--- src/hdl/mk_pkg.sv ---
package mk_pkg;

	localparam int MaxMessage = 64;
	localparam int AdrW       = $clog2(MaxMessage);
	localparam int CntW       = 7;
	localparam int ElapsedW   = 18;
	localparam int DotW       = 16;
	localparam int CharW      = 8;
	localparam int FuncW      = 2;

	localparam logic [ElapsedW-1:0] ElapsedMax = '1;
	localparam logic [DotW-1:0]     DotReset   = 16'd100;

	localparam logic [FuncW-1:0] FuncTick   = 2'd0;
	localparam logic [FuncW-1:0] FuncAppend = 2'd1;
	localparam logic [FuncW-1:0] FuncStart  = 2'd2;
	localparam logic [FuncW-1:0] FuncStop   = 2'd3;

	typedef enum logic [1:0] {
		OpTick,
		OpAppend,
		OpStart,
		OpStop
	} op_t;

	typedef struct packed {
		op_t              op;
		logic [CharW-1:0] char_code;
	} cmd_t;

	// Head of the command queue as seen by the execution side.
	typedef struct packed {
		logic valid;
		cmd_t cmd;
	} head_t;

	// Bit i of pattern set means symbol i is a dash.
	typedef struct packed {
		logic [2:0] count;
		logic [4:0] pattern;
	} sym_t;

	localparam sym_t CodeRom [36] = '{
		'{3'd2, 5'b00010}, '{3'd4, 5'b00001}, '{3'd4, 5'b00101}, '{3'd3, 5'b00001},
		'{3'd1, 5'b00000}, '{3'd4, 5'b00100}, '{3'd3, 5'b00011}, '{3'd4, 5'b00000},
		'{3'd2, 5'b00000}, '{3'd4, 5'b01110}, '{3'd3, 5'b00101}, '{3'd4, 5'b00010},
		'{3'd2, 5'b00011}, '{3'd2, 5'b00001}, '{3'd3, 5'b00111}, '{3'd4, 5'b00110},
		'{3'd4, 5'b01011}, '{3'd3, 5'b00010}, '{3'd3, 5'b00000}, '{3'd1, 5'b00001},
		'{3'd3, 5'b00100}, '{3'd4, 5'b01000}, '{3'd3, 5'b00110}, '{3'd4, 5'b01001},
		'{3'd4, 5'b01101}, '{3'd4, 5'b00011},
		'{3'd5, 5'b11111}, '{3'd5, 5'b11110}, '{3'd5, 5'b11100}, '{3'd5, 5'b11000},
		'{3'd5, 5'b10000}, '{3'd5, 5'b00000}, '{3'd5, 5'b00001}, '{3'd5, 5'b00011},
		'{3'd5, 5'b00111}, '{3'd5, 5'b01111}
	};

	// Letters are case-folded; anything that is not a letter or digit has no symbols.
	function automatic sym_t char_decode(input logic [CharW-1:0] ch);
		logic [CharW-1:0] up;
		sym_t             res;
		up  = ch;
		res = '{3'd0, 5'd0};
		if (ch inside {[8'h61:8'h7A]}) begin
			up = ch - 8'd32;
		end
		if (up inside {[8'h41:8'h5A]}) begin
			res = CodeRom[6'(up - 8'h41)];
		end else if (up inside {[8'h30:8'h39]}) begin
			res = CodeRom[6'(up - 8'h30) + 6'd26];
		end
		return res;
	endfunction

endpackage

--- src/hdl/mk_if.sv ---
interface mk_in_if;
	logic                      valid;
	logic                      ready;
	logic [mk_pkg::FuncW-1:0]  func;
	logic [mk_pkg::CharW-1:0]  char_code;

	modport source(output valid, output func, output char_code, input ready);
	modport sink(input valid, input func, input char_code, output ready);
endinterface

interface mk_out_if;
	logic                     valid;
	logic                     ready;
	logic                     tone_on;
	logic                     busy_res;
	logic [mk_pkg::CntW-1:0]  message_count;
	logic                     status;

	modport source(output valid, output tone_on, output busy_res, output message_count,
		output status, input ready);
	modport sink(input valid, input tone_on, input busy_res, input message_count,
		input status, output ready);
endinterface

--- src/hdl/mk_ram.sv ---
module mk_ram #(
	parameter int Width = 8,
	parameter int Depth = 64
) (
	input  logic                     clk,
	input  logic                     we,
	input  logic [$clog2(Depth)-1:0] waddr,
	input  logic [Width-1:0]         wdata,
	input  logic [$clog2(Depth)-1:0] raddr,
	output logic [Width-1:0]         rdata
);

	logic [Width-1:0] mem_q [Depth];

	always_ff @(posedge clk) begin
		if (we) begin
			mem_q[waddr] <= wdata;
		end
		rdata <= mem_q[raddr];
	end

endmodule

--- src/hdl/mk_front.sv ---
module mk_front (
	input  logic          clk,
	input  logic          arst_n,
	mk_in_if.sink         req,
	input  logic          pop,
	output mk_pkg::head_t head
);

	logic [1:0]   cnt_q;
	logic         wr_q;
	logic         rd_q;
	mk_pkg::cmd_t slot_q [2];
	mk_pkg::cmd_t cmd_in;
	logic         push;

	always_comb begin
		cmd_in.char_code = req.char_code;
		case (req.func)
			mk_pkg::FuncTick:   cmd_in.op = mk_pkg::OpTick;
			mk_pkg::FuncAppend: cmd_in.op = mk_pkg::OpAppend;
			mk_pkg::FuncStart:  cmd_in.op = mk_pkg::OpStart;
			default:            cmd_in.op = mk_pkg::OpStop;
		endcase
	end

	assign req.ready  = (cnt_q != 2'd2);
	assign push       = req.valid && req.ready;
	assign head.valid = (cnt_q != 2'd0);
	assign head.cmd   = slot_q[rd_q];

	always_ff @(posedge clk or negedge arst_n) begin
		if (!arst_n) begin
			cnt_q <= 2'd0;
			wr_q  <= 1'b0;
			rd_q  <= 1'b0;
		end else begin
			if (push) begin
				wr_q <= ~wr_q;
			end
			if (pop) begin
				rd_q <= ~rd_q;
			end
			cnt_q <= cnt_q + {1'b0, push} - {1'b0, pop};
		end
	end

	always_ff @(posedge clk) begin
		if (push) begin
			slot_q[wr_q] <= cmd_in;
		end
	end

endmodule

--- src/hdl/mk_back.sv ---
module mk_back (
	input  logic                     clk,
	input  logic                     arst_n,
	input  logic                     cfg_we,
	input  logic [mk_pkg::DotW-1:0]  cfg_data,
	input  mk_pkg::head_t            head,
	output logic                     pop,
	mk_out_if.source                 rsp
);

	localparam int CntW = mk_pkg::CntW;
	localparam int ElW  = mk_pkg::ElapsedW;

	logic [CntW-1:0]         len_q, len_n;
	logic [CntW-1:0]         cp_q, cp_n, cp_inc;
	logic [4:0]              pat_q, pat_n;
	logic [2:0]              cnt_q, cnt_n;
	logic [2:0]              sp_q, sp_n;
	logic                    tone_q, tone_n;
	logic                    play_q, play_n;
	logic [ElW-1:0]          el_q, el_n, el_inc;
	logic [mk_pkg::DotW-1:0] dot_q;
	logic [mk_pkg::CharW-1:0] first_q, first_n;
	logic                    status_n;
	logic                    mem_we;
	logic [mk_pkg::CharW-1:0] mem_rdata;
	logic [ElW-1:0]          dot_ext, dot3, sym_len;
	logic [7:0]              pat_ext;
	mk_pkg::sym_t            sym_first, sym_next;

	logic                    out_valid_q;
	logic                    tone_out_q, busy_out_q, status_out_q;
	logic [CntW-1:0]         count_out_q;

	assign pop       = head.valid && (!out_valid_q || rsp.ready);
	assign dot_ext   = ElW'(dot_q);
	assign dot3      = {dot_ext[ElW-2:0], 1'b0} + dot_ext;
	assign pat_ext   = {3'b000, pat_q};
	assign sym_len   = pat_ext[sp_q] ? dot3 : dot_ext;
	assign el_inc    = (el_q != mk_pkg::ElapsedMax) ? el_q + 1'b1 : el_q;
	assign cp_inc    = cp_q + 1'b1;
	assign sym_first = mk_pkg::char_decode(first_q);
	assign sym_next  = mk_pkg::char_decode(mem_rdata);

	always_comb begin
		len_n    = len_q;
		cp_n     = cp_q;
		pat_n    = pat_q;
		cnt_n    = cnt_q;
		sp_n     = sp_q;
		tone_n   = tone_q;
		play_n   = play_q;
		el_n     = el_q;
		first_n  = first_q;
		status_n = 1'b0;
		mem_we   = 1'b0;
		if (pop) begin
			case (head.cmd.op)
				mk_pkg::OpTick: begin
					if (play_q) begin
						el_n = el_inc;
						if (tone_q) begin
							if (el_inc >= sym_len) begin
								tone_n = 1'b0;
								sp_n   = sp_q + 1'b1;
								el_n   = '0;
							end
						end else if (sp_q < cnt_q) begin
							if (el_inc >= dot_ext) begin
								tone_n = 1'b1;
								el_n   = '0;
							end
						end else if (el_inc >= dot3) begin
							cp_n = cp_inc;
							// The next character was fetched ahead from the message memory.
							if (cp_inc < len_q && cp_inc < CntW'(mk_pkg::MaxMessage)) begin
								pat_n = sym_next.pattern;
								cnt_n = sym_next.count;
								sp_n  = '0;
							end else begin
								play_n = 1'b0;
							end
							el_n = '0;
						end
					end
				end
				mk_pkg::OpAppend: begin
					if (play_q || len_q >= CntW'(mk_pkg::MaxMessage)) begin
						status_n = 1'b1;
					end else begin
						mem_we = 1'b1;
						len_n  = len_q + 1'b1;
						if (len_q == '0) begin
							first_n = head.cmd.char_code;
						end
					end
				end
				mk_pkg::OpStart: begin
					if (len_q == '0) begin
						play_n = 1'b0;
						tone_n = 1'b0;
					end else begin
						cp_n   = '0;
						pat_n  = sym_first.pattern;
						cnt_n  = sym_first.count;
						sp_n   = '0;
						play_n = 1'b1;
						tone_n = 1'b0;
						el_n   = '0;
					end
				end
				default: begin
					if (!play_q) begin
						len_n = '0;
					end
					play_n = 1'b0;
					tone_n = 1'b0;
				end
			endcase
		end
	end

	// The read port always holds the character after the one now playing.
	mk_ram #(
		.Width(mk_pkg::CharW),
		.Depth(mk_pkg::MaxMessage)
	) u_store (
		.clk  (clk),
		.we   (mem_we),
		.waddr(len_q[mk_pkg::AdrW-1:0]),
		.wdata(head.cmd.char_code),
		.raddr(cp_n[mk_pkg::AdrW-1:0] + 1'b1),
		.rdata(mem_rdata)
	);

	always_ff @(posedge clk or negedge arst_n) begin
		if (!arst_n) begin
			len_q       <= '0;
			cp_q        <= '0;
			pat_q       <= '0;
			cnt_q       <= '0;
			sp_q        <= '0;
			tone_q      <= 1'b0;
			play_q      <= 1'b0;
			el_q        <= '0;
			dot_q       <= mk_pkg::DotReset;
			out_valid_q <= 1'b0;
		end else begin
			len_q  <= len_n;
			cp_q   <= cp_n;
			pat_q  <= pat_n;
			cnt_q  <= cnt_n;
			sp_q   <= sp_n;
			tone_q <= tone_n;
			play_q <= play_n;
			el_q   <= el_n;
			if (cfg_we) begin
				dot_q <= cfg_data;
			end
			if (pop) begin
				out_valid_q <= 1'b1;
			end else if (rsp.ready) begin
				out_valid_q <= 1'b0;
			end
		end
	end

	always_ff @(posedge clk) begin
		first_q <= first_n;
		if (pop) begin
			tone_out_q   <= tone_n;
			busy_out_q   <= play_n;
			count_out_q  <= len_n;
			status_out_q <= status_n;
		end
	end

	assign rsp.valid         = out_valid_q;
	assign rsp.tone_on       = tone_out_q;
	assign rsp.busy_res      = busy_out_q;
	assign rsp.message_count = count_out_q;
	assign rsp.status        = status_out_q;

endmodule

--- src/hdl/morse_keyer_top.sv ---
// Morse keyer: characters are appended to a 64-entry message memory while idle, a start
// item plays the message, and each tick item advances keying time by one unit; every item
// returns one result with the tone, busy flag, message length and append status. The block
// takes one item per clock cycle while the result side is not stalled; a result passes the
// two-entry command queue and then the result register, and either side may stall without
// losing items. The character following the one being played is read ahead from the message
// memory, whose registered read port sets this structure; no clearing pass is needed after
// reset. Write dot_duration only while the block is idle.
module morse_keyer_top (
	input  logic                     clk,
	input  logic                     arst_n,
	input  logic                     cfg_we,
	input  logic [mk_pkg::DotW-1:0]  cfg_data,
	mk_in_if.sink                    req,
	mk_out_if.source                 rsp
);

	mk_pkg::head_t head;
	logic          pop;

	mk_front u_front (
		.clk   (clk),
		.arst_n(arst_n),
		.req   (req),
		.pop   (pop),
		.head  (head)
	);

	mk_back u_back (
		.clk     (clk),
		.arst_n  (arst_n),
		.cfg_we  (cfg_we),
		.cfg_data(cfg_data),
		.head    (head),
		.pop     (pop),
		.rsp     (rsp)
	);

endmodule
--- src/flat_wrapper.sv ---
// flat-port wrapper written by rule: the top's interface ports become plain ports
module morse_keyer_top_flat 
  (clk, arst_n, cfg_we, cfg_data, req_valid, req_func, req_char_code, req_ready, rsp_valid, rsp_tone_on, rsp_busy_res, rsp_message_count, rsp_status, rsp_ready);
  mk_in_if req_i ();
  mk_out_if rsp_i ();
  input  logic clk;
  input  logic arst_n;
  input  logic cfg_we;
  input  logic [mk_pkg::DotW-1:0] cfg_data;
  input wire logic [$bits(req_i.valid)-1:0] req_valid;
  input wire logic [$bits(req_i.func)-1:0] req_func;
  input wire logic [$bits(req_i.char_code)-1:0] req_char_code;
  output wire logic [$bits(req_i.ready)-1:0] req_ready;
  output wire logic [$bits(rsp_i.valid)-1:0] rsp_valid;
  output wire logic [$bits(rsp_i.tone_on)-1:0] rsp_tone_on;
  output wire logic [$bits(rsp_i.busy_res)-1:0] rsp_busy_res;
  output wire logic [$bits(rsp_i.message_count)-1:0] rsp_message_count;
  output wire logic [$bits(rsp_i.status)-1:0] rsp_status;
  input wire logic [$bits(rsp_i.ready)-1:0] rsp_ready;
  assign req_i.valid = req_valid;
  assign req_i.func = req_func;
  assign req_i.char_code = req_char_code;
  assign req_ready = req_i.ready;
  assign rsp_valid = rsp_i.valid;
  assign rsp_tone_on = rsp_i.tone_on;
  assign rsp_busy_res = rsp_i.busy_res;
  assign rsp_message_count = rsp_i.message_count;
  assign rsp_status = rsp_i.status;
  assign rsp_i.ready = rsp_ready;
  morse_keyer_top u_core (.clk(clk), .arst_n(arst_n), .cfg_we(cfg_we), .cfg_data(cfg_data), .req(req_i), .rsp(rsp_i));
endmodule
--- config.mk ---
export PLATFORM = sky130hd
export DESIGN_NAME = morse_keyer_top_flat
export DESIGN_NICKNAME = d
export VERILOG_FILES = /design/src/hdl/mk_pkg.sv /design/src/hdl/mk_if.sv /design/src/hdl/mk_ram.sv /design/src/hdl/mk_front.sv /design/src/hdl/mk_back.sv /design/src/hdl/morse_keyer_top.sv /design/src/flat_wrapper.sv
export SDC_FILE = /design/constraint.sdc
export NUM_CORES = 1
export LEC_CHECK = 0
export BUFFER_PORTS_ARGS = -buffer_cell sky130_fd_sc_hd__buf_4
export CAP_MARGIN = 20
export CORE_MARGIN = 10
export CORE_UTILIZATION = 45
export DETAILED_ROUTE_END_ITERATION = 6
export GPL_TIMING_DRIVEN = 0
export PLACE_DENSITY = 0.73
export SLEW_MARGIN = 20
export SYNTH_ARGS = -nofsm -noshare
export SYNTH_HDL_FRONTEND = slang
export SYNTH_SLANG_ARGS = --single-unit
--- constraint.sdc ---
create_clock -name clk -period 7.5 [get_ports clk]
set_input_delay 2.25 -clock clk [delete_from_list [all_inputs] [get_ports clk]]
set_output_delay 2.25 -clock clk [all_outputs]
set_load 0.005 [all_outputs]
==> results.json, run 1 <==
{
  "min-delay-start": "u_core.u_back.cnt_q[1]$_DFFE_PN0P_",
  "drv_cap": 0,
  "cellLeakagePower_nw": 13.0,
  "irDropWorstVdd_uv": 300,
  "slew_violations": 0,
  "relSlewSlack_pct": 27.2,
  "crit_arrival_ns": 7.80,
  "yosys_most_used_dff": "edfxtp_1",
  "path_buf_inv": 6,
  "core_um2": 71700,
  "status": "finished, final reports clean",
  "initial_core_util_pct": 45.5,
  "slowest_delay_ns": 0.54,
  "port_buffers": 40,
  "routabilityCongestion": 0.933,
  "yosysUniqueCellTypes": 86,
  "clk_latency_ns": 0.63,
  "tightest_slew_ns": 1.09,
  "cts.sinks": 624,
  "routedWlPerCell_um": 24.3,
  "timing.final.crit_share_pct": 97.3,
  "period_needed_ns": 7.30,
  "layout.nets": 2779,
  "h-tree-depth": 3,
  "crit_start": "u_core.u_back.dot_q[2]$_DFFE_PN1P_",
  "worst_ep_required_time_ns": 8.00,
  "gr-total-overflow": 0,
  "grt_max_degree": 67,
  "yosys_warnings": 0,
  "drt_iter0_drc": 2299,
  "synth-edff-count": 550,
  "synth_cells": 2501,
  "ctsHoldBuffers": 0,
  "via_per_inst": 6.27,
  "drt-total-wl_um": 88600,
  "syn_nets": 2640,
  "numCtsBuffers": 67,
  "worstSetupPathType": "reg -> reg",
  "cp_slowest_cell": "dfstp_2",
  "ys_seq_area_share_pct": 56.2,
  "cp_top_family": "compound AO/OA/AOI/OAI gates",
  "area_growth_pct": 15.3,
  "ios": 43,
  "place_area_um2": 34300,
  "min_path_type": "reg -> reg",
  "hpwlAfterDp_um": 59400,
  "critPathLaunchType": "register",
  "vias": 22800,
  "fp.dieH_um": 289,
  "fin_tns_setup_ns": 0,
  "grt_pass1_vias": 22800,
  "fmax_mhz": 137,
  "fill_cells": 5789,
  "cts_tree": "done",
  "rows": 98,
  "cts_root_buffer": "clkbuf_16",
  "powerDensity_nw_per_um2": 369,
  "ant_nets": 0,
  "grt_antenna_before_repair": 0,
  "clock_path_buffers": 3,
  "mostFrequentLayoutCells": "550 x edfxtp_1, 212 x nor2_1, 182 x mux2i_1, 121 x nand2_1, 106 x ha_1",
  "diodes": 0,
  "synth_seq_cells": 624,
  "clk_pin_slew_worst_paths_ns": 0.06,
  "cp_max_fo": 10,
  "die_x_um": 289,
  "finalCoreUtilization_pct": 52.5,
  "drive_gt1_share_pct": 18.2,
  "cp-end-kind": "register",
  "drt_first_pass_iters": 5,
  "final-setup-viol-count": 0,
  "grt_pass1_wl_um": 135000,
  "syn-cell-area_um2": 32600,
  "postSynth.asyncResetShare_pct": 10.6,
  "r2r_start": "u_core.u_back.dot_q[2]$_DFFE_PN1P_",
  "track_usage_pct": 20.7,
  "hold_viol": 0,
  "drc_errors": 0,
  "stdcell_area_um2": 37700,
  "fp.dieArea_um2": 83700,
  "fin_skew_ns": 0.0316,
  "layout_commonest_cell": "edfxtp_1",
  "synth_area_per_cell_um2": 13.1
}
[final timing paths]
| check | slack (ns) | depth (start not counted) | end |
|---|---|---|---|
| worst max-delay path | 0.20 | 34 | u_core.u_back.u_store.rdata[0]$_DFF_P_ |
| worst min-delay path | 0.48 | 1 | u_core.u_back.cnt_q[1]$_DFFE_PN0P_ |
| worst max register to register | 0.20 | 34 | u_core.u_back.u_store.rdata[0]$_DFF_P_ |
| worst min register to register | 0.48 | 1 | u_core.u_back.cnt_q[1]$_DFFE_PN0P_ |
| max in group asynchronous | 5.06 | 1 | u_core.u_back.dot_q[1]$_DFFE_PN0P_ |
| min in group asynchronous | 1.76 | 1 | u_core.u_back.dot_q[4]$_DFFE_PN0P_ |
[kinds of logic after synthesis]
kind of cell / synth area share [%]
buf+inv: 2.97
xor+xnor: 1.61
flops: 56.2
mux: 15.3
simple gates: 8.56
fa+ha+maj: 4.16
compound gates: 11.3
[state kept, by name, indices dropped and copies added, names as in the netlist]
| signal | flops |
|---|---|
| u_core.u_back.u_store.mem_q | 512 |
| u_core.u_front.slot_q | 20 |
| u_core.u_back.el_q | 18 |
| u_core.u_back.dot_q | 16 |
| u_core.u_back.first_q | 8 |
| u_core.u_back.u_store.rdata | 8 |
| u_core.u_back.cp_q | 7 |
| u_core.u_back.len_q | 7 |
| u_core.u_back.rsp.message_count | 7 |
| u_core.u_back.pat_q | 5 |
| u_core.u_back.cnt_q | 3 |
| u_core.u_back.sp_q | 3 |
| u_core.u_front.cnt_q | 2 |
| u_core.u_back.play_q | 1 |
| u_core.u_back.rsp.busy_res | 1 |
| u_core.u_back.rsp.status | 1 |
| u_core.u_back.rsp.tone_on | 1 |
| u_core.u_back.rsp.valid | 1 |
| u_core.u_back.tone_q | 1 |
| u_core.u_front.rd_q | 1 |
| u_core.u_front.wr_q | 1 |
[area by class of cell]
type / count / area, µm² / share of cell area (%)
Sequential cell: 624 / 18300 / 48.7
Multi-Input combinational cell: 1642 / 14000 / 37.2
Clock buffer: 81 / 1750 / 4.65
Tap cell: 950 / 1190 / 3.16
Buffer: 166 / 1050 / 2.79
Timing Repair Buffer: 72 / 661 / 1.75
Clock inverter: 40 / 412 / 1.09
Inverter: 67 / 251 / 0.668
[cell usage after synthesis (all sizes together) (6+ instances only)]
cell	count	area share, %
a2111oi	33	0.89
a211oi	21	0.48
a21o	26	0.60
a21oi	104	1.6
a221oi	6	0.18
a22o	12	0.32
a31oi	16	0.31
a32o	10	0.31
a32oi	16	0.43
and2	9	0.17
and3	10	0.19
buf	35	0.67
clkbuf	133	1.5
dfrtp	63	4.8
dfxtp	8	0.49
edfxtp	550	51
ha	107	4.1
inv	66	0.76
mux2	58	2.0
mux2i	209	6.4
mux4	99	6.8
nand2	122	1.4
nand2b	13	0.25
nand3	54	0.84
nand4	13	0.25
nor2	213	2.5
nor2b	9	0.17
nor3	43	0.72
nor4	7	0.13
o211ai	18	0.41
o21a	10	0.23
o21ai	93	1.4
o22a	16	0.43
o22ai	21	0.40
o31ai	68	1.6
o32a	8	0.25
or2	6	0.11
or3	6	0.11
or4	67	1.5
xnor2	36	1.0
xor2	21	0.59
[worst register-to-register path, delay by kind of cell, from the launching register on]
family | cells | cell delay [ns]
DFF | 1 | 0.54
and+or+nand+nor | 7 | 1.10
AOI/OAI and AO/OA | 12 | 2.56
buffers and inverters | 6 | 1.06
adders and majority gates | 3 | 0.71
muxes | 6 | 1.24
[layer usage]
metal | vias to the layer above | share of wire [%] | GRT usage (%)
met4 | 0 | 3.9 | 8.32
met5 | - | 0 | 0
met2 | 1107 | 48 | 34.1
li1 | 10100 | - | -
met1 | 11400 | 40 | 26.5
met3 | 211 | 8.2 | 4.12
[per-stage QoR]
step | hold slack [ns] | std cells | setup slack (ns) | power (W)
2_1_floorplan | 0.442 | 2501 | 0.106 | 0.00821
3_3_place_gp | 0.462 | 3491 | -2.96 | 0.00977
3_5_place_dp | 0.466 | 3495 | -3.13 | 0.00997
4_1_cts | 0.479 | 3623 | 0.0212 | 0.0136
5_1_grt | 0.487 | 3642 | -0.0808 | 0.0145
6_report | 0.476 | 3642 | 0.200 | 0.0139
[power breakdown]
| part | total (W) | switching [W] | internal (W) |
|---|---|---|---|
| combinational | 0.00622 | 0.00376 | 0.00246 |
| sequential | 0.00444 | 0.000106 | 0.00433 |
| clock | 0.00324 | 0.00144 | 0.00181 |
[what timing repair did]
action	4_1_cts	5_1_grt
gates resized for setup	162	88
hold endpoints to repair	0	0
gates cloned	0	1
pin swaps	11	28
setup endpoints to repair	8	8
buffers inserted	9	18
No activity file was read; power rests on OpenSTA's default activity.
==> inputs of run 2 (changes only) <==
RECOVER_POWER = 25   (was unset)
==> run 2 against run 1 <==
Sequential share of layout area rose by 0.17 points. Highest routed layer unchanged. Global-route usage unchanged. Final area fell by 0.34%. Final cell count stayed put. Routed wire length barely moved. Die area did not move. Largest power group unchanged. The run now ends with max-capacitance violations, max-slew violations left. Clock power about the same. Clock-buffer cell count unchanged. Via count barely moved. Clock skew is 0.0026 ns lower. Sequential power increased by 0.9%.
==> results.json, run 2 (synthesis results as in run 1) <==
{
  "grt_pass1_wl_um": 135000,
  "layout_commonest_cell": "edfxtp_1",
  "worstSetupPathType": "reg -> reg",
  "hpwlAfterDp_um": 59400,
  "largest-register": "u_core.u_back.u_store.mem_q",
  "clk_latency_ns": 0.63,
  "area_growth_pct": 15.0,
  "largestRegisters": "u_core.u_back.u_store.mem_q (512), u_core.u_front.slot_q (20), u_core.u_back.el_q (18)",
  "timing.final.crit_share_pct": 97.4,
  "period_needed_ns": 7.31,
  "drc_errors": 0,
  "pwr-share-seq_pct": 32.2,
  "slew_violations": 420,
  "drt_iter0_drc": 2267,
  "layout.nets": 2779,
  "routabilityCongestion": 0.933,
  "grt_max_degree": 67,
  "p_total_w": 0.0139,
  "p_int_w": 0.00859,
  "numCtsBuffers": 67,
  "instances_no_fill": 3642,
  "cts_root_buffer": "clkbuf_16",
  "grt_pass1_vias": 22800,
  "initial_core_util_pct": 45.5,
  "cp_slowest_cell": "dfstp_2",
  "fin_skew_ns": 0.0289,
  "rows": 98,
  "final-setup-viol-count": 0,
  "tightest_slew_ns": 3.88,
  "slowest_delay_ns": 0.54,
  "swShare_pct": 38.1,
  "routedWlPerCell_um": 24.3,
  "status": "finished, violations left",
  "clock_path_buffers": 3,
  "ant_nets": 0,
  "cp_max_fo": 10,
  "relSlewSlack_pct": -159,
  "gr-total-overflow": 0,
  "cp_top_family": "compound AO/OA/AOI/OAI gates",
  "path_buf_inv": 6,
  "largest_reg_flops": 512,
  "worst_ep_required_time_ns": 7.92,
  "fp.dieH_um": 289,
  "fin_tns_setup_ns": 0,
  "drt_first_pass_iters": 5,
  "clk_pin_slew_worst_paths_ns": 0.06,
  "irDropWorstVdd_uv": 300,
  "fmax_mhz": 137,
  "ctsHoldBuffers": 0,
  "met3_usage_pct": 4.12,
  "cts.sinks": 624,
  "violations": "max-capacitance violations, max-slew violations",
  "h-tree-depth": 3,
  "cp-end-kind": "register",
  "p_comb_share_pct": 44.4,
  "drv_cap": 7,
  "min_path_type": "reg -> reg",
  "p_clk_share_pct": 23.3,
  "cts_tree": "done",
  "power_switching_w": 0.00530,
  "port_buffers": 40,
  "crit_arrival_ns": 7.73,
  "powerDensity_nw_per_um2": 370,
  "diodes": 0,
  "cellLeakagePower_nw": 12.9,
  "ios": 43,
  "hold_viol": 0,
  "die_x_um": 289,
  "hold_ws_ns": 0.479,
  "critPathLaunchType": "register",
  "drt-total-wl_um": 88600,
  "track_usage_pct": 20.7,
  "mostFrequentLayoutCells": "550 x edfxtp_1, 212 x nor2_1, 182 x mux2i_1, 121 x nand2_1, 118 x clkbuf_1",
  "met1_usage_pct": 26.5,
  "global_route.usage.met2_pct": 34.1,
  "vias": 22800,
  "dp.cells": 3495,
  "fp.dieArea_um2": 83700,
  "core_um2": 71700,
  "top_usage_layer": "met2",
  "via_per_inst": 6.27,
  "grt_antenna_before_repair": 0,
  "drive_gt1_share_pct": 17.5
}
[run 2: worst paths after layout]
check,endpoint,from,cells past startpoint,slack [ns]
max in group asynchronous,u_core.u_back.dot_q[1]$_DFFE_PN0P_,arst_n,1,2.02
min in group asynchronous,u_core.u_back.dot_q[4]$_DFFE_PN0P_,arst_n,1,2.97
worst min-delay path,u_core.u_back.cnt_q[1]$_DFFE_PN0P_,u_core.u_back.cnt_q[1]$_DFFE_PN0P_,1,0.48
worst min register to register,u_core.u_back.cnt_q[1]$_DFFE_PN0P_,u_core.u_back.cnt_q[1]$_DFFE_PN0P_,1,0.48
worst max-delay path,u_core.u_back.u_store.rdata[4]$_DFF_P_,u_core.u_back.dot_q[2]$_DFFE_PN1P_,32,0.19
worst max register to register,u_core.u_back.u_store.rdata[4]$_DFF_P_,u_core.u_back.dot_q[2]$_DFFE_PN1P_,32,0.19
[run 2: layout make-up]
type	count	area, µm²
clock inverter	40	412
fill	5810	34200
inverter	67	251
timing repair buffer	72	556
multi-input combinational	1642	14000
tap	950	1190
buffer	166	1050
sequential	624	18300
clock buffer	81	1750
[run 2: power by group through the flow]
stage / Combinational, W / Clock (W) / Sequential (W)
6_report: 0.00616 / 0.00324 / 0.00448
5_1_grt: 0.00658 / 0.00344 / 0.00450
4_1_cts: 0.00583 / 0.00328 / 0.00444
3_5_place_dp: 0.00546 / 0 / 0.00451
3_3_place_gp: 0.00525 / 0 / 0.00452
2_1_floorplan: 0.00374 / 0 / 0.00448
[run 2: worst register-to-register path: cells and delay by family (launching register included)]
kind | cells | cell delay, ns
flip-flops | 1 | 0.54
multiplexers | 5 | 1.57
AO/OA/AOI/OAI | 13 | 2.52
AND/OR/NAND/NOR | 5 | 0.81
adder cells (fa/ha/maj) | 3 | 0.71
buffers and inverters | 6 | 0.95
[run 2: routing by layer]
layer,wire length [µm],vias up
li1,-,10100
met1,35300,11300
met2,42300,1155
met3,7330,218
met4,3670,0
met5,0,-
[run 2: what timing repair did]
| item | in CTS | in global routing |
|---|---|---|
| gates cloned | 0 | 1 |
| setup buffers | 9 | 18 |
| pin swaps | 11 | 28 |
| endpoints found under the setup margin | 8 | 8 |
| resized for setup | 162 | 88 |
[run 2: metrics by stage]
step	worst slack (ns)	utilization, %	area, µm²
final	0.195	52.3	37500
after global routing	-0.0808	52.3	37500
after detailed placement	-3.13	47.8	34300
after CTS	0.0212	51.8	37100
after global placement	-2.96	47.6	34100
after floorplan	0.106	-	32700
==> inputs of run 3 (changes only) <==
PLACE_DENSITY = 0.71   (was 0.73)
clock period = 7.25 ns   (was 7.5 ns; I/O delays follow)
==> run 3 against run 2 <==
The flow still finishes with violations (max-capacitance violations, max-slew violations). Final area increased by 1.2%. Final cell count grew 0.33%. Worst setup slack worse by 0.076 ns. Maximum frequency grew 2.4%. Sequential cell count unchanged. Largest power group unchanged. Highest routed layer unchanged.
==> results.json, run 3 (synthesis results as in run 1) <==
{
  "clk_pin_slew_worst_paths_ns": 0.06,
  "grt_pass1_wl_um": 134000,
  "cp_max_fo": 11,
  "drv_cap": 5,
  "vias": 22700,
  "ios": 43,
  "setup_ws_ns": 0.119,
  "gr-total-overflow": 0,
  "irDropWorstVdd_uv": 246,
  "cts_tree": "done",
  "largest-register": "u_core.u_back.u_store.mem_q",
  "drc_errors": 0,
  "worstSetupPathType": "reg -> reg",
  "initial_core_util_pct": 45.5,
  "track_usage_pct": 20.6,
  "fp.dieH_um": 289,
  "instances_no_fill": 3654,
  "layout.nets": 2790,
  "routabilityCongestion": 0.918,
  "area_growth_pct": 16.3,
  "fmax_mhz": 140,
  "cts.sinks": 624,
  "via_per_inst": 6.22,
  "period_needed_ns": 7.13,
  "dp.cells": 3494,
  "fill_cells": 5861,
  "fp.dieArea_um2": 83700,
  "hold_viol": 0,
  "die_x_um": 289,
  "cp_slowest_cell": "dfstp_2",
  "mostFrequentLayoutCells": "550 x edfxtp_1, 212 x nor2_1, 189 x mux2i_1, 119 x nand2_1, 114 x clkbuf_1",
  "relSlewSlack_pct": -155,
  "routedWlPerCell_um": 24.2,
  "fin_skew_ns": 0.0422,
  "worst_ep_required_time_ns": 7.66,
  "cts_root_buffer": "clkbuf_16",
  "powerDensity_nw_per_um2": 385,
  "grt_antenna_before_repair": 0,
  "drt_iter0_drc": 2505,
  "hpwlAfterDp_um": 59400,
  "numCtsBuffers": 69,
  "timing.final.crit_share_pct": 98.4,
  "slew_violations": 276,
  "crit_arrival_ns": 7.54,
  "grt_max_degree": 67,
  "core_um2": 71700,
  "h-tree-depth": 3,
  "clock_path_buffers": 3,
  "slowest_delay_ns": 0.56,
  "grt_pass1_vias": 22700,
  "min_path_type": "reg -> reg",
  "pre_cts_slack_ns": -2.82,
  "violations": "max-capacitance violations, max-slew violations",
  "rsz0062_at_grt": "true",
  "largestRegisters": "u_core.u_back.u_store.mem_q (512), u_core.u_front.slot_q (20), u_core.u_back.el_q (18)",
  "ant_nets": 0,
  "rows": 98,
  "status": "finished, violations left",
  "p_total_w": 0.0146,
  "cpMostUsedCell": "clkbuf_16",
  "diodes": 0,
  "drive_gt1_share_pct": 18.8,
  "port_buffers": 40,
  "cellLeakagePower_nw": 13.1,
  "tightest_slew_ns": 3.82,
  "final-setup-viol-count": 0,
  "drt_first_pass_iters": 6,
  "layout_commonest_cell": "edfxtp_1",
  "hold_ws_ns": 0.494,
  "critPathLaunchType": "register",
  "clk_latency_ns": 0.62,
  "largest_reg_flops": 512,
  "drt-total-wl_um": 88300,
  "ctsHoldBuffers": 0,
  "cp-end-kind": "register"
}
==> run 3: cell type report <==
type	instances	area [µm²]	area share [%]
repair buffers	83	653	1.72
inverters	67	251	0.662
multi-input cells	1642	14200	37.3
well taps	950	1190	3.13
clock inverters	39	470	1.24
clock buffers	85	1830	4.81
plain buffers	164	1060	2.80
flip-flops and latches	624	18300	48.3
==> run 3: path summary, 6_finish.rpt <==
check | from | endpoint | slack [ns] | cells past startpoint
max in group asynchronous | arst_n | u_core.u_back.dot_q[1]$_DFFE_PN0P_ | 1.96 | 1
min | u_core.u_back.cnt_q[1]$_DFFE_PN0P_ | u_core.u_back.cnt_q[1]$_DFFE_PN0P_ | 0.49 | 1
max reg2reg | u_core.u_back.dot_q[2]$_DFFE_PN1P_ | u_core.u_back.u_store.rdata[3]$_DFF_P_ | 0.12 | 32
min in group asynchronous | arst_n | u_core.u_back.dot_q[4]$_DFFE_PN0P_ | 2.87 | 1
min reg2reg | u_core.u_back.cnt_q[1]$_DFFE_PN0P_ | u_core.u_back.cnt_q[1]$_DFFE_PN0P_ | 0.49 | 1
max | u_core.u_back.dot_q[2]$_DFFE_PN1P_ | u_core.u_back.u_store.rdata[3]$_DFF_P_ | 0.12 | 32
==> run 3: per-layer routing <==
metal | global-route usage (%) | vias to the layer above | routed length, µm
met3 | 3.42 | 185 | 6150
met5 | 0 | - | 0
met1 | 26.3 | 11400 | 35500
met2 | 34.7 | 957 | 43600
met4 | 7.70 | 0 | 3050
li1 | - | 10200 | -
==> run 3: timing repair <==
item | 4_1_cts | 5_1_grt
cloned | 0 | 1
gates resized for setup | 209 | 68
pin swaps | 20 | 22
buffers inserted | 21 | 18
endpoints found under the setup margin | 8 | 8
==> run 3: worst max-delay path: cells and delay by family, from the launching register on <==
kind	cells	cell delay, ns
compound gates	12	2.45
fa+ha+maj	3	0.73
buf+inv	8	1.23
flops	1	0.56
mux	6	1.59
simple gates	3	0.33
==> run 3: power by group <==
part	internal (W)	total, W	switching [W]
logic	0.00254	0.00643	0.00389
clock network	0.00207	0.00354	0.00147
registers	0.00451	0.00462	0.000113
==> run 3: metrics by stage <==
step | setup TNS, ns | instance area (µm²) | utilization (%)
after floorplan | 0 | 32700 | -
after global placement | -20.58 | 34200 | 47.6
after detailed placement | -21.14 | 34300 | 47.8
after CTS | 0 | 37600 | 52.4
after global routing | -0.518 | 38000 | 52.9
final | 0 | 38000 | 52.9
